<file path="config.mk">
export PLATFORM = sky130hd
export DESIGN_NAME = row_first_fit_seat_allocator_flat
export DESIGN_NICKNAME = d
export VERILOG_FILES = /design/src/rtl/core/rfsa_pkg.sv /design/src/rtl/core/rfsa_req_if.sv /design/src/rtl/core/rfsa_seat_if.sv /design/src/rtl/core/rfsa_ctrl.sv /design/src/rtl/core/rfsa_datapath.sv /design/src/rtl/core/row_first_fit_seat_allocator.sv /design/src/flat_wrapper.sv
export SDC_FILE = /design/constraint.sdc
export NUM_CORES = 1
export LEC_CHECK = 0
export BUFFER_PORTS_ARGS = -buffer_cell sky130_fd_sc_hd__buf_2
export CAP_MARGIN = 40
export CORE_AREA = 2 2 158 160
export CTS_CLUSTER_DIAMETER = 60
export DETAILED_ROUTE_END_ITERATION = 7
export DIE_AREA = 0 0 160 162
export GPL_ROUTABILITY_DRIVEN = 0
export HOLD_SLACK_MARGIN = 0.02
export PLACE_DENSITY = 0.73
export SYNTH_ARGS = -nofsm -noshare
export SYNTH_HDL_FRONTEND = slang
export SYNTH_SLANG_ARGS = --single-unit
</file>
<file path="constraint.sdc">
create_clock -name clk -period 2.7 [get_ports clk]
set_input_delay 0.27 -clock clk [delete_from_list [all_inputs] [get_ports clk]]
set_output_delay 0.27 -clock clk [all_outputs]
set_load 0.05 [all_outputs]
</file>
<file path="src/rtl/core/rfsa_pkg.sv">
`default_nettype none

package rfsa_pkg;

  // Fixed field widths of the request, result, row-table and configuration words.
  localparam int unsigned WANT_W     = 4;
  localparam int unsigned FREE_W     = 4;
  localparam int unsigned SEAT_W     = 9;
  localparam int unsigned ROWS_CFG_W = 6;

  localparam logic [ROWS_CFG_W-1:0] ROWS_IN_USE_RESET = 6'd32;

  localparam int unsigned DEF_ROWS          = 32;
  localparam int unsigned DEF_SEATS_PER_ROW = 8;

  typedef enum logic [2:0] {
    ST_IDLE,
    ST_SCAN,
    ST_DECIDE,
    ST_REFUSE,
    ST_RREQ,
    ST_RDATA,
    ST_EMIT,
    ST_WRITE
  } state_t;

  // Commands from the controller to the datapath.
  typedef struct packed {
    logic start;
    logic scan;
    logic pick;
    logic load_row;
    logic next_row;
    logic emit;
    logic write_row;
    logic refuse;
  } cmd_t;

  // Status from the datapath to the controller.
  typedef struct packed {
    logic scan_done;
    logic invalid;
    logic take_zero;
    logic out_free;
    logic last_take;
    logic req_done;
  } sts_t;

endpackage

`default_nettype wire

</file>
<file path="src/rtl/core/rfsa_req_if.sv">
`default_nettype none

interface rfsa_req_if;
  logic                        valid;
  logic                        ready;
  logic [rfsa_pkg::WANT_W-1:0] seats_wanted;

  modport source (output valid, output seats_wanted, input ready);
  modport sink (input valid, input seats_wanted, output ready);
endinterface

`default_nettype wire

</file>
<file path="src/rtl/core/rfsa_seat_if.sv">
`default_nettype none

interface rfsa_seat_if;
  logic                        valid;
  logic                        ready;
  logic [rfsa_pkg::SEAT_W-1:0] seat_number;
  logic                        last_of_request;
  logic                        refused;

  modport source (output valid, output seat_number, output last_of_request,
                  output refused, input ready);
  modport sink (input valid, input seat_number, input last_of_request,
                input refused, output ready);
endinterface

`default_nettype wire

</file>
<file path="src/rtl/core/rfsa_ctrl.sv">
`default_nettype none

module rfsa_ctrl (
  input  wire logic          clk,
  input  wire logic          rst,
  input  wire logic          in_valid,
  output logic               in_ready,
  input  wire rfsa_pkg::sts_t sts,
  output rfsa_pkg::cmd_t     cmd
);

  rfsa_pkg::state_t state;
  rfsa_pkg::state_t state_next;

  always_ff @(posedge clk) begin
    if (rst) begin
      state <= rfsa_pkg::ST_IDLE;
    end else begin
      state <= state_next;
    end
  end

  always_comb begin
    state_next = state;
    cmd        = '0;
    in_ready   = 1'b0;
    case (state)
      rfsa_pkg::ST_IDLE: begin
        in_ready = 1'b1;
        if (in_valid) begin
          cmd.start  = 1'b1;
          state_next = rfsa_pkg::ST_SCAN;
        end
      end
      rfsa_pkg::ST_SCAN: begin
        cmd.scan = 1'b1;
        if (sts.scan_done) begin
          state_next = rfsa_pkg::ST_DECIDE;
        end
      end
      rfsa_pkg::ST_DECIDE: begin
        if (sts.invalid) begin
          state_next = rfsa_pkg::ST_REFUSE;
        end else begin
          cmd.pick   = 1'b1;
          state_next = rfsa_pkg::ST_RREQ;
        end
      end
      rfsa_pkg::ST_REFUSE: begin
        if (sts.out_free) begin
          cmd.refuse = 1'b1;
          state_next = rfsa_pkg::ST_IDLE;
        end
      end
      rfsa_pkg::ST_RREQ: begin
        state_next = rfsa_pkg::ST_RDATA;
      end
      rfsa_pkg::ST_RDATA: begin
        // An empty row is passed over while scattering.
        if (sts.take_zero) begin
          cmd.next_row = 1'b1;
          state_next   = rfsa_pkg::ST_RREQ;
        end else begin
          cmd.load_row = 1'b1;
          state_next   = rfsa_pkg::ST_EMIT;
        end
      end
      rfsa_pkg::ST_EMIT: begin
        if (sts.out_free) begin
          cmd.emit = 1'b1;
          if (sts.last_take) begin
            state_next = rfsa_pkg::ST_WRITE;
          end
        end
      end
      rfsa_pkg::ST_WRITE: begin
        cmd.write_row = 1'b1;
        if (sts.req_done) begin
          state_next = rfsa_pkg::ST_IDLE;
        end else begin
          cmd.next_row = 1'b1;
          state_next   = rfsa_pkg::ST_RREQ;
        end
      end
      default: begin
        state_next = rfsa_pkg::ST_IDLE;
      end
    endcase
  end

endmodule

`default_nettype wire

</file>
<file path="src/rtl/core/rfsa_datapath.sv">
`default_nettype none

module rfsa_datapath #(
  parameter int unsigned ROWS          = rfsa_pkg::DEF_ROWS,
  parameter int unsigned SEATS_PER_ROW = rfsa_pkg::DEF_SEATS_PER_ROW
) (
  input  wire logic                               clk,
  input  wire logic                               rst,
  input  wire logic                               cfg_we,
  input  wire logic [rfsa_pkg::ROWS_CFG_W-1:0]    cfg_wdata,
  input  wire logic [rfsa_pkg::WANT_W-1:0]        seats_wanted,
  input  wire rfsa_pkg::cmd_t                     cmd,
  output rfsa_pkg::sts_t                          sts,
  output logic                                    out_valid,
  input  wire logic                               out_ready,
  output logic [rfsa_pkg::SEAT_W-1:0]             out_seat,
  output logic                                    out_last,
  output logic                                    out_refused
);

  localparam int unsigned RW   = (ROWS > 1) ? $clog2(ROWS) : 1;
  localparam int unsigned RCW  = $clog2(ROWS + 1);
  localparam int unsigned TW   = $clog2(ROWS * SEATS_PER_ROW + 1);
  localparam int unsigned CW   = TW + rfsa_pkg::WANT_W;
  localparam int unsigned BW   = $clog2(ROWS * SEATS_PER_ROW + 2);
  localparam int unsigned FW   = rfsa_pkg::FREE_W;
  localparam int unsigned WW   = rfsa_pkg::WANT_W;
  localparam logic [FW-1:0] FULL_ROW = FW'(SEATS_PER_ROW);

  logic [rfsa_pkg::ROWS_CFG_W-1:0] rows_in_use;
  logic [RCW-1:0]                  nrows;

  // Row table: free count per row, one read and one write port.
  logic [FW-1:0]   free_mem [ROWS];
  logic [ROWS-1:0] row_valid;
  logic [RW-1:0]   rd_addr;
  logic [FW-1:0]   rd_mem;
  logic            rd_vld;
  logic [FW-1:0]   rd_free;

  logic [WW-1:0]   want_q;
  logic [RCW-1:0]  scan_idx;
  logic            pend;
  logic [RW-1:0]   pend_row;
  logic [TW-1:0]   total;
  logic            found;
  logic [RW-1:0]   fit_row;

  logic [RW-1:0]             cur_row;
  logic [FW-1:0]             cur_free;
  logic [WW-1:0]             take_left;
  logic [WW-1:0]             rem;
  logic [rfsa_pkg::SEAT_W-1:0] seat_ptr;

  logic [WW-1:0] take;
  logic [BW-1:0] row_end;
  logic [BW-1:0] base;

  always_comb begin
    if (rows_in_use == '0) begin
      nrows = RCW'(1);
    end else if (7'(rows_in_use) > 7'(ROWS)) begin
      nrows = RCW'(ROWS);
    end else begin
      nrows = RCW'(rows_in_use);
    end
  end

  assign rd_addr = cmd.scan ? scan_idx[RW-1:0] : cur_row;
  assign rd_free = rd_vld ? rd_mem : FULL_ROW;

  // The row gives up what it has, at most what the request still needs.
  assign take    = (WW'(rd_free) < rem) ? WW'(rd_free) : rem;
  assign row_end = BW'((32'(cur_row) + 32'd1) * SEATS_PER_ROW);
  assign base    = row_end + BW'(1) - BW'(rd_free);

  always_comb begin
    sts.scan_done = !pend && (scan_idx == nrows);
    sts.invalid   = (want_q == '0) || (want_q > WW'(SEATS_PER_ROW)) ||
                    (CW'(want_q) > CW'(total));
    sts.take_zero = (take == '0);
    sts.out_free  = !out_valid || out_ready;
    sts.last_take = (take_left == WW'(1));
    sts.req_done  = (rem == '0);
  end

  always_ff @(posedge clk) begin
    if (cmd.write_row) begin
      free_mem[cur_row] <= cur_free;
    end
    rd_mem <= free_mem[rd_addr];
    rd_vld <= row_valid[rd_addr];
  end

  always_ff @(posedge clk) begin
    if (rst) begin
      rows_in_use <= rfsa_pkg::ROWS_IN_USE_RESET;
      row_valid   <= '0;
      out_valid   <= 1'b0;
    end else begin
      if (cfg_we) begin
        rows_in_use <= cfg_wdata;
      end
      if (cmd.write_row) begin
        row_valid[cur_row] <= 1'b1;
      end
      if (cmd.emit || cmd.refuse) begin
        out_valid <= 1'b1;
      end else if (out_ready) begin
        out_valid <= 1'b0;
      end
    end
  end

  // Search pass: sums the free counts and finds the first row that fits.
  always_ff @(posedge clk) begin
    if (cmd.start) begin
      want_q   <= seats_wanted;
      scan_idx <= '0;
      pend     <= 1'b0;
      total    <= '0;
      found    <= 1'b0;
    end else if (cmd.scan) begin
      if (scan_idx < nrows) begin
        scan_idx <= scan_idx + RCW'(1);
        pend     <= 1'b1;
        pend_row <= scan_idx[RW-1:0];
      end else begin
        pend <= 1'b0;
      end
      if (pend) begin
        total <= total + TW'(rd_free);
        if (!found && (WW'(rd_free) >= want_q)) begin
          found   <= 1'b1;
          fit_row <= pend_row;
        end
      end
    end
  end

  // Placement: walks rows and hands out seats one word at a time.
  always_ff @(posedge clk) begin
    if (cmd.pick) begin
      cur_row <= found ? fit_row : '0;
      rem     <= want_q;
    end
    if (cmd.next_row) begin
      cur_row <= cur_row + RW'(1);
    end
    if (cmd.load_row) begin
      cur_free  <= rd_free;
      take_left <= take;
      seat_ptr  <= rfsa_pkg::SEAT_W'(base);
    end
    if (cmd.emit) begin
      out_seat    <= seat_ptr;
      out_last    <= (rem == WW'(1));
      out_refused <= 1'b0;
      seat_ptr    <= seat_ptr + rfsa_pkg::SEAT_W'(1);
      take_left   <= take_left - WW'(1);
      rem         <= rem - WW'(1);
      cur_free    <= cur_free - FW'(1);
    end
    if (cmd.refuse) begin
      out_seat    <= '0;
      out_last    <= 1'b1;
      out_refused <= 1'b1;
    end
  end

  a_emit_has_room: assert property (@(posedge clk) disable iff (rst)
    cmd.emit |-> (take_left != '0) && (cur_free != '0) && (rem != '0))
    else $error("seat emitted with nothing left to take");

  a_refusal_word: assert property (@(posedge clk) disable iff (rst)
    out_valid && out_refused |-> out_last && (out_seat == '0))
    else $error("refusal word malformed");

  a_writeback_after_row: assert property (@(posedge clk) disable iff (rst)
    cmd.write_row |-> (take_left == '0))
    else $error("row written back before its seats were emitted");

  a_last_ends_row: assert property (@(posedge clk) disable iff (rst)
    cmd.emit && (rem == WW'(1)) |-> (take_left == WW'(1)))
    else $error("request ended in the middle of a row take");

endmodule

`default_nettype wire

</file>
<file path="src/rtl/core/row_first_fit_seat_allocator.sv">
`default_nettype none

// Row first-fit seat allocator. A request for k seats goes to the lowest row
// in use with k free seats, else it is spread over the lowest free seats in
// ascending order; one word per seat comes out, the final one marked, and an
// invalid or oversized request yields a single refused word with seat 0.
// Every request first reads the free-count table one row per cycle over the
// rows in use; then, for each row visited, it reads the free count and, where
// the row gives seats, emits one word per seat while the output can accept
// it and writes the row back. One request is worked at a time; a finished
// word may wait at the output while the next request is taken. rows_in_use
// may only be written while idle.
module row_first_fit_seat_allocator #(
  parameter int unsigned ROWS          = rfsa_pkg::DEF_ROWS,
  parameter int unsigned SEATS_PER_ROW = rfsa_pkg::DEF_SEATS_PER_ROW
) (
  input  wire logic                            clk,
  input  wire logic                            rst,
  input  wire logic                            cfg_we,
  input  wire logic [rfsa_pkg::ROWS_CFG_W-1:0] cfg_wdata,
  rfsa_req_if.sink                             req,
  rfsa_seat_if.source                          seat
);

  rfsa_pkg::cmd_t cmd;
  rfsa_pkg::sts_t sts;

  rfsa_ctrl u_ctrl (
    .clk      (clk),
    .rst      (rst),
    .in_valid (req.valid),
    .in_ready (req.ready),
    .sts      (sts),
    .cmd      (cmd)
  );

  rfsa_datapath #(
    .ROWS          (ROWS),
    .SEATS_PER_ROW (SEATS_PER_ROW)
  ) u_datapath (
    .clk          (clk),
    .rst          (rst),
    .cfg_we       (cfg_we),
    .cfg_wdata    (cfg_wdata),
    .seats_wanted (req.seats_wanted),
    .cmd          (cmd),
    .sts          (sts),
    .out_valid    (seat.valid),
    .out_ready    (seat.ready),
    .out_seat     (seat.seat_number),
    .out_last     (seat.last_of_request),
    .out_refused  (seat.refused)
  );

endmodule

`default_nettype wire
</file>
<file path="src/flat_wrapper.sv">
// flat-port wrapper written by rule: the top's interface ports become plain ports
module row_first_fit_seat_allocator_flat 
#(
  parameter int unsigned ROWS          = rfsa_pkg::DEF_ROWS,
  parameter int unsigned SEATS_PER_ROW = rfsa_pkg::DEF_SEATS_PER_ROW
)
  (clk, rst, cfg_we, cfg_wdata, req_valid, req_seats_wanted, req_ready, seat_valid, seat_seat_number, seat_last_of_request, seat_refused, seat_ready);
  rfsa_req_if req_i ();
  rfsa_seat_if seat_i ();
  input  wire logic clk;
  input  wire logic rst;
  input  wire logic cfg_we;
  input  wire logic [rfsa_pkg::ROWS_CFG_W-1:0] cfg_wdata;
  input wire logic [$bits(req_i.valid)-1:0] req_valid;
  input wire logic [$bits(req_i.seats_wanted)-1:0] req_seats_wanted;
  output wire logic [$bits(req_i.ready)-1:0] req_ready;
  output wire logic [$bits(seat_i.valid)-1:0] seat_valid;
  output wire logic [$bits(seat_i.seat_number)-1:0] seat_seat_number;
  output wire logic [$bits(seat_i.last_of_request)-1:0] seat_last_of_request;
  output wire logic [$bits(seat_i.refused)-1:0] seat_refused;
  input wire logic [$bits(seat_i.ready)-1:0] seat_ready;
  assign req_i.valid = req_valid;
  assign req_i.seats_wanted = req_seats_wanted;
  assign req_ready = req_i.ready;
  assign seat_valid = seat_i.valid;
  assign seat_seat_number = seat_i.seat_number;
  assign seat_last_of_request = seat_i.last_of_request;
  assign seat_refused = seat_i.refused;
  assign seat_i.ready = seat_ready;
  row_first_fit_seat_allocator #(.ROWS(ROWS), .SEATS_PER_ROW(SEATS_PER_ROW)) u_core (.clk(clk), .rst(rst), .cfg_we(cfg_we), .cfg_wdata(cfg_wdata), .req(req_i), .seat(seat_i));
endmodule
</file>
==> results.yml <==
clock_tree:
  clkLatencyLatePin_ns: 0.55
  root_buffer: "clkbuf_16"
  clock_sinks: 243
  cts.htree.levels: 1
  cts_buffers: 26
  path_clk_slew_ns: 0.06
  cts_tree: "done"
  cts_buffer_depth: 3
timing:
  tns_ns: 0
  fmax_ghz: 0.397
  setup_viol: 0
  fin_crit_sh_pct: 93.4
  hold_viol_final: 0
  fin_skew_ns: 0.0216
  maxSlewViolCount: 0
  worst_pin_slew_ns: 0.752
  fin_crit_ns: 2.52
  fin_ws_ns: 0.179
  slew_headroom_pct: 49.5
critical_path:
  critPathBufInv: 2
  crit_path_end_kind: "flop"
  critPathRequiredTime_ns: 2.93
  rr_worst_depth: 10
  cpMostUsedCell: "nand2_1"
  slowest_stage: "dfxtp_1"
  worstPathArrival_ns: 2.75
  path_class: "reg2reg"
  crit_chain: "nand2_1 > inv_1 > ha_1 > o211ai_1 > a31o_2 > a21oi_1 > o2111ai_1 > nand3_1 > nand2_1 > buf_6"
  worstPathMaxFanout: 17
  cp_num_cells: 10
  cpLargestDelayFamily: "compound AO/OA/AOI/OAI gates"
  worstSetupStartpointType: "flop"
  max_stage_delay_ns: 0.41
grt:
  grt_max_degree: 37
  grt_usage_pct: 23.1
  antenna_found_initial: 0
  grt_overflow: 0
  grt_pass1_vias: 8514
  grt_pass1_wl_mm: 46.9
layout:
  drive_gt1_share_pct: 15.8
  fin_nets: 1177
  antenna_cells: 0
  final_common_cell: "edfxtp_1"
  syn_to_final_growth_pct: 15.4
  layout_common_cells: "edfxtp_1, nor2_1, nand2_1"
synthesis:
  ys_warn_count: 0
  synth-edff-count: 168
  synth_flop_cell: "edfxtp_1"
  synth.distinct_cells: 71
  ys_ff_latch: 243
  avgSynthCellArea_um2: 11.2
  syn_area_um2: 11900
  ys_async_sr_fraction_pct: 0
  syn_inst: 1059
  synth.net_count: 1110
  ys_seq_area_share_pct: 55.1
drt:
  drc: 0
  drt-vias-per-instance: 5.85
  dr.pass1.iters: 5
  wl_per_cell_um: 20.4
  vias: 8599
  drt_iter0_drc: 992
  ant_nets: 0
  wirelength_mm: 29.9
floorplan:
  rows: 57
  die_x_um: 160
  core-area_um2: 24100
  dieHeight_um: 162
  ios: 28
  start_util_pct: 49.3
  die_area_um2: 25900
min_path:
  hold_depth: 4
  min_path_type: "in2reg"
power:
  power_frac_seq_pct: 41.4
  power.density_nw_per_um2: 747
  clkPwrFrac_pct: 37.5
  internal-power_w: 0.00740
  p_comb_share_pct: 21.1
  p_leak_nw: 5.10
  ir_drop_mv: 0.643
  swShare_pct: 27.8
  power_switching_w: 0.00285
place:
  dp_hpwl_mm: 20.4
  io_buffers: 27
  dp_slack_ns: 0.0541
outcome:
  status: "finished, final reports clean"
job:
  maxCapViolCount: 0
[cells in the mapped netlist (4+ instances only)]
| cell type | n | area, um^2 |
|---|---|---|
| a21oi_1 | 38 | 190 |
| nor2_1 | 142 | 533 |
| nor3_1 | 14 | 70.1 |
| nor2b_1 | 20 | 125 |
| nand2b_1 | 8 | 50.1 |
| a21o_1 | 9 | 67.6 |
| xnor2_1 | 14 | 123 |
| and3_1 | 10 | 62.6 |
| nand3b_1 | 6 | 45.0 |
| buf_2 | 22 | 110 |
| buf_1 | 4 | 15.0 |
| inv_1 | 33 | 124 |
| mux2_2 | 6 | 67.6 |
| nand4_1 | 14 | 87.6 |
| a31oi_1 | 10 | 62.6 |
| xor2_1 | 19 | 166 |
| mux4_2 | 23 | 518 |
| o211ai_1 | 5 | 37.5 |
| a211oi_1 | 14 | 105 |
| clkbuf_1 | 27 | 101 |
| a22oi_1 | 5 | 37.5 |
| edfxtp_1 | 168 | 5040 |
| a32oi_1 | 5 | 43.8 |
| nand3_1 | 33 | 165 |
| a2111oi_0 | 4 | 35.0 |
| ha_1 | 35 | 438 |
| mux2i_1 | 65 | 651 |
| and2_1 | 7 | 43.8 |
| dfxtp_1 | 75 | 1500 |
| o21ai_0 | 35 | 175 |
| nand2_1 | 122 | 458 |
| buf_6 | 5 | 56.3 |
| a221oi_1 | 7 | 61.3 |
[per-stage QoR]
| stage | instances | hold WS (ns) | util (%) | instance area [um^2] | total power, W |
|---|---|---|---|---|---|
| global route | 1470 | 0.110 | 56.9 | 13700 | 0.0106 |
| detailed placement | 1412 | 0.405 | 52.5 | 12700 | 0.00642 |
| CTS | 1470 | 0.0599 | 56.8 | 13700 | 0.0102 |
| finish | 1470 | 0.0772 | 56.9 | 13700 | 0.0102 |
| floorplan | 1059 | 0.369 | - | 11900 | 0.00577 |
| global placement | 1412 | 0.402 | 52.5 | 12700 | 0.00637 |
[final timing paths]
check / endpoint / start / slack [ns]
worst max-delay path: u_core.u_datapath.take_left[1]$_DFFE_PP_ / u_core.u_datapath.rd_mem[1]$_DFF_P_ / 0.18
worst min-delay path: u_core.u_datapath.found$_SDFFE_PP0P_ / req_valid / 0.08
worst max register to register: u_core.u_datapath.take_left[1]$_DFFE_PP_ / u_core.u_datapath.rd_mem[1]$_DFF_P_ / 0.18
worst min register to register: u_core.u_datapath.fit_row[4]$_DFFE_PP_ / u_core.u_datapath.pend_row[4]$_DFFE_PP_ / 0.42
[worst register-to-register path: stages, from the launching register on]
cell,delay [ns]
dfxtp_1,0.41
nand2_1,0.17
inv_1,0.18
ha_1,0.25
o211ai_1,0.23
a31o_2,0.19
a21oi_1,0.07
o2111ai_1,0.25
nand3_1,0.16
nand2_1,0.12
buf_6,0.20
[layer usage]
layer | share of wire, % | global-route usage, %
met4 | 3.4 | 7.66
met1 | 41 | 30.6
met5 | 0 | 0
met3 | 7.8 | 3.50
met2 | 48 | 39.2
[cell type report]
| class | instances | area (um^2) |
|---|---|---|
| fillers | 2030 | 10400 |
| well taps | 324 | 405 |
| inverters | 35 | 131 |
| flip-flops and latches | 243 | 6550 |
| clock buffers | 32 | 723 |
| multi-input cells | 722 | 4950 |
| repair buffers | 98 | 747 |
| clock inverters | 16 | 210 |
[cell families (layout without fill, tap and decap cells)]
kind of cell,Yosys count,after routing,share of synthesized area (%)
AO/OA/AOI/OAI,164,164,9.45
multiplexers,97,97,10.8
adder cells (fa/ha/maj),36,36,3.85
buffers and inverters,94,181,3.55
AND/OR/NAND/NOR,392,392,14.9
flip-flops,243,243,55.1
XOR/XNOR,33,33,2.43
[registers in the layout, indices dropped and copies added (netlist names), 3 cells and up]
signal and count:
u_core.u_datapath.rem 4, u_core.u_datapath.take_left 4, u_core.u_datapath.want_q 4, u_core.u_datapath.fit_row 5, u_core.u_datapath.out_seat 9, u_core.u_datapath.free_mem 128
u_core.u_datapath.row_valid 32, u_core.u_datapath.rd_mem 4, u_core.u_ctrl.state 3, u_core.u_datapath.cur_free 4, u_core.u_datapath.rows_in_use 6, u_core.u_datapath.pend_row 5
u_core.u_datapath.seat_ptr 9, u_core.u_datapath.cur_row 5, u_core.u_datapath.total 9, u_core.u_datapath.scan_idx 6
[repair_timing]
action,CTS,global route
resized for setup,0,4
endpoints found under the hold margin,10,0
buffers inserted,0,0
hold buffers,10,0
endpoints found under the setup margin,0,27
[power by group through the flow]
| stage | registers [W] | logic [W] | clock network (W) |
|---|---|---|---|
| CTS | 0.00424 | 0.00213 | 0.00388 |
| finish | 0.00425 | 0.00216 | 0.00384 |
| detailed placement | 0.00432 | 0.00210 | 0 |
| global placement | 0.00432 | 0.00205 | 0 |
| global route | 0.00426 | 0.00235 | 0.00401 |
| floorplan | 0.00427 | 0.00150 | 0 |
No activity file was read; power rests on OpenSTA's default activity.
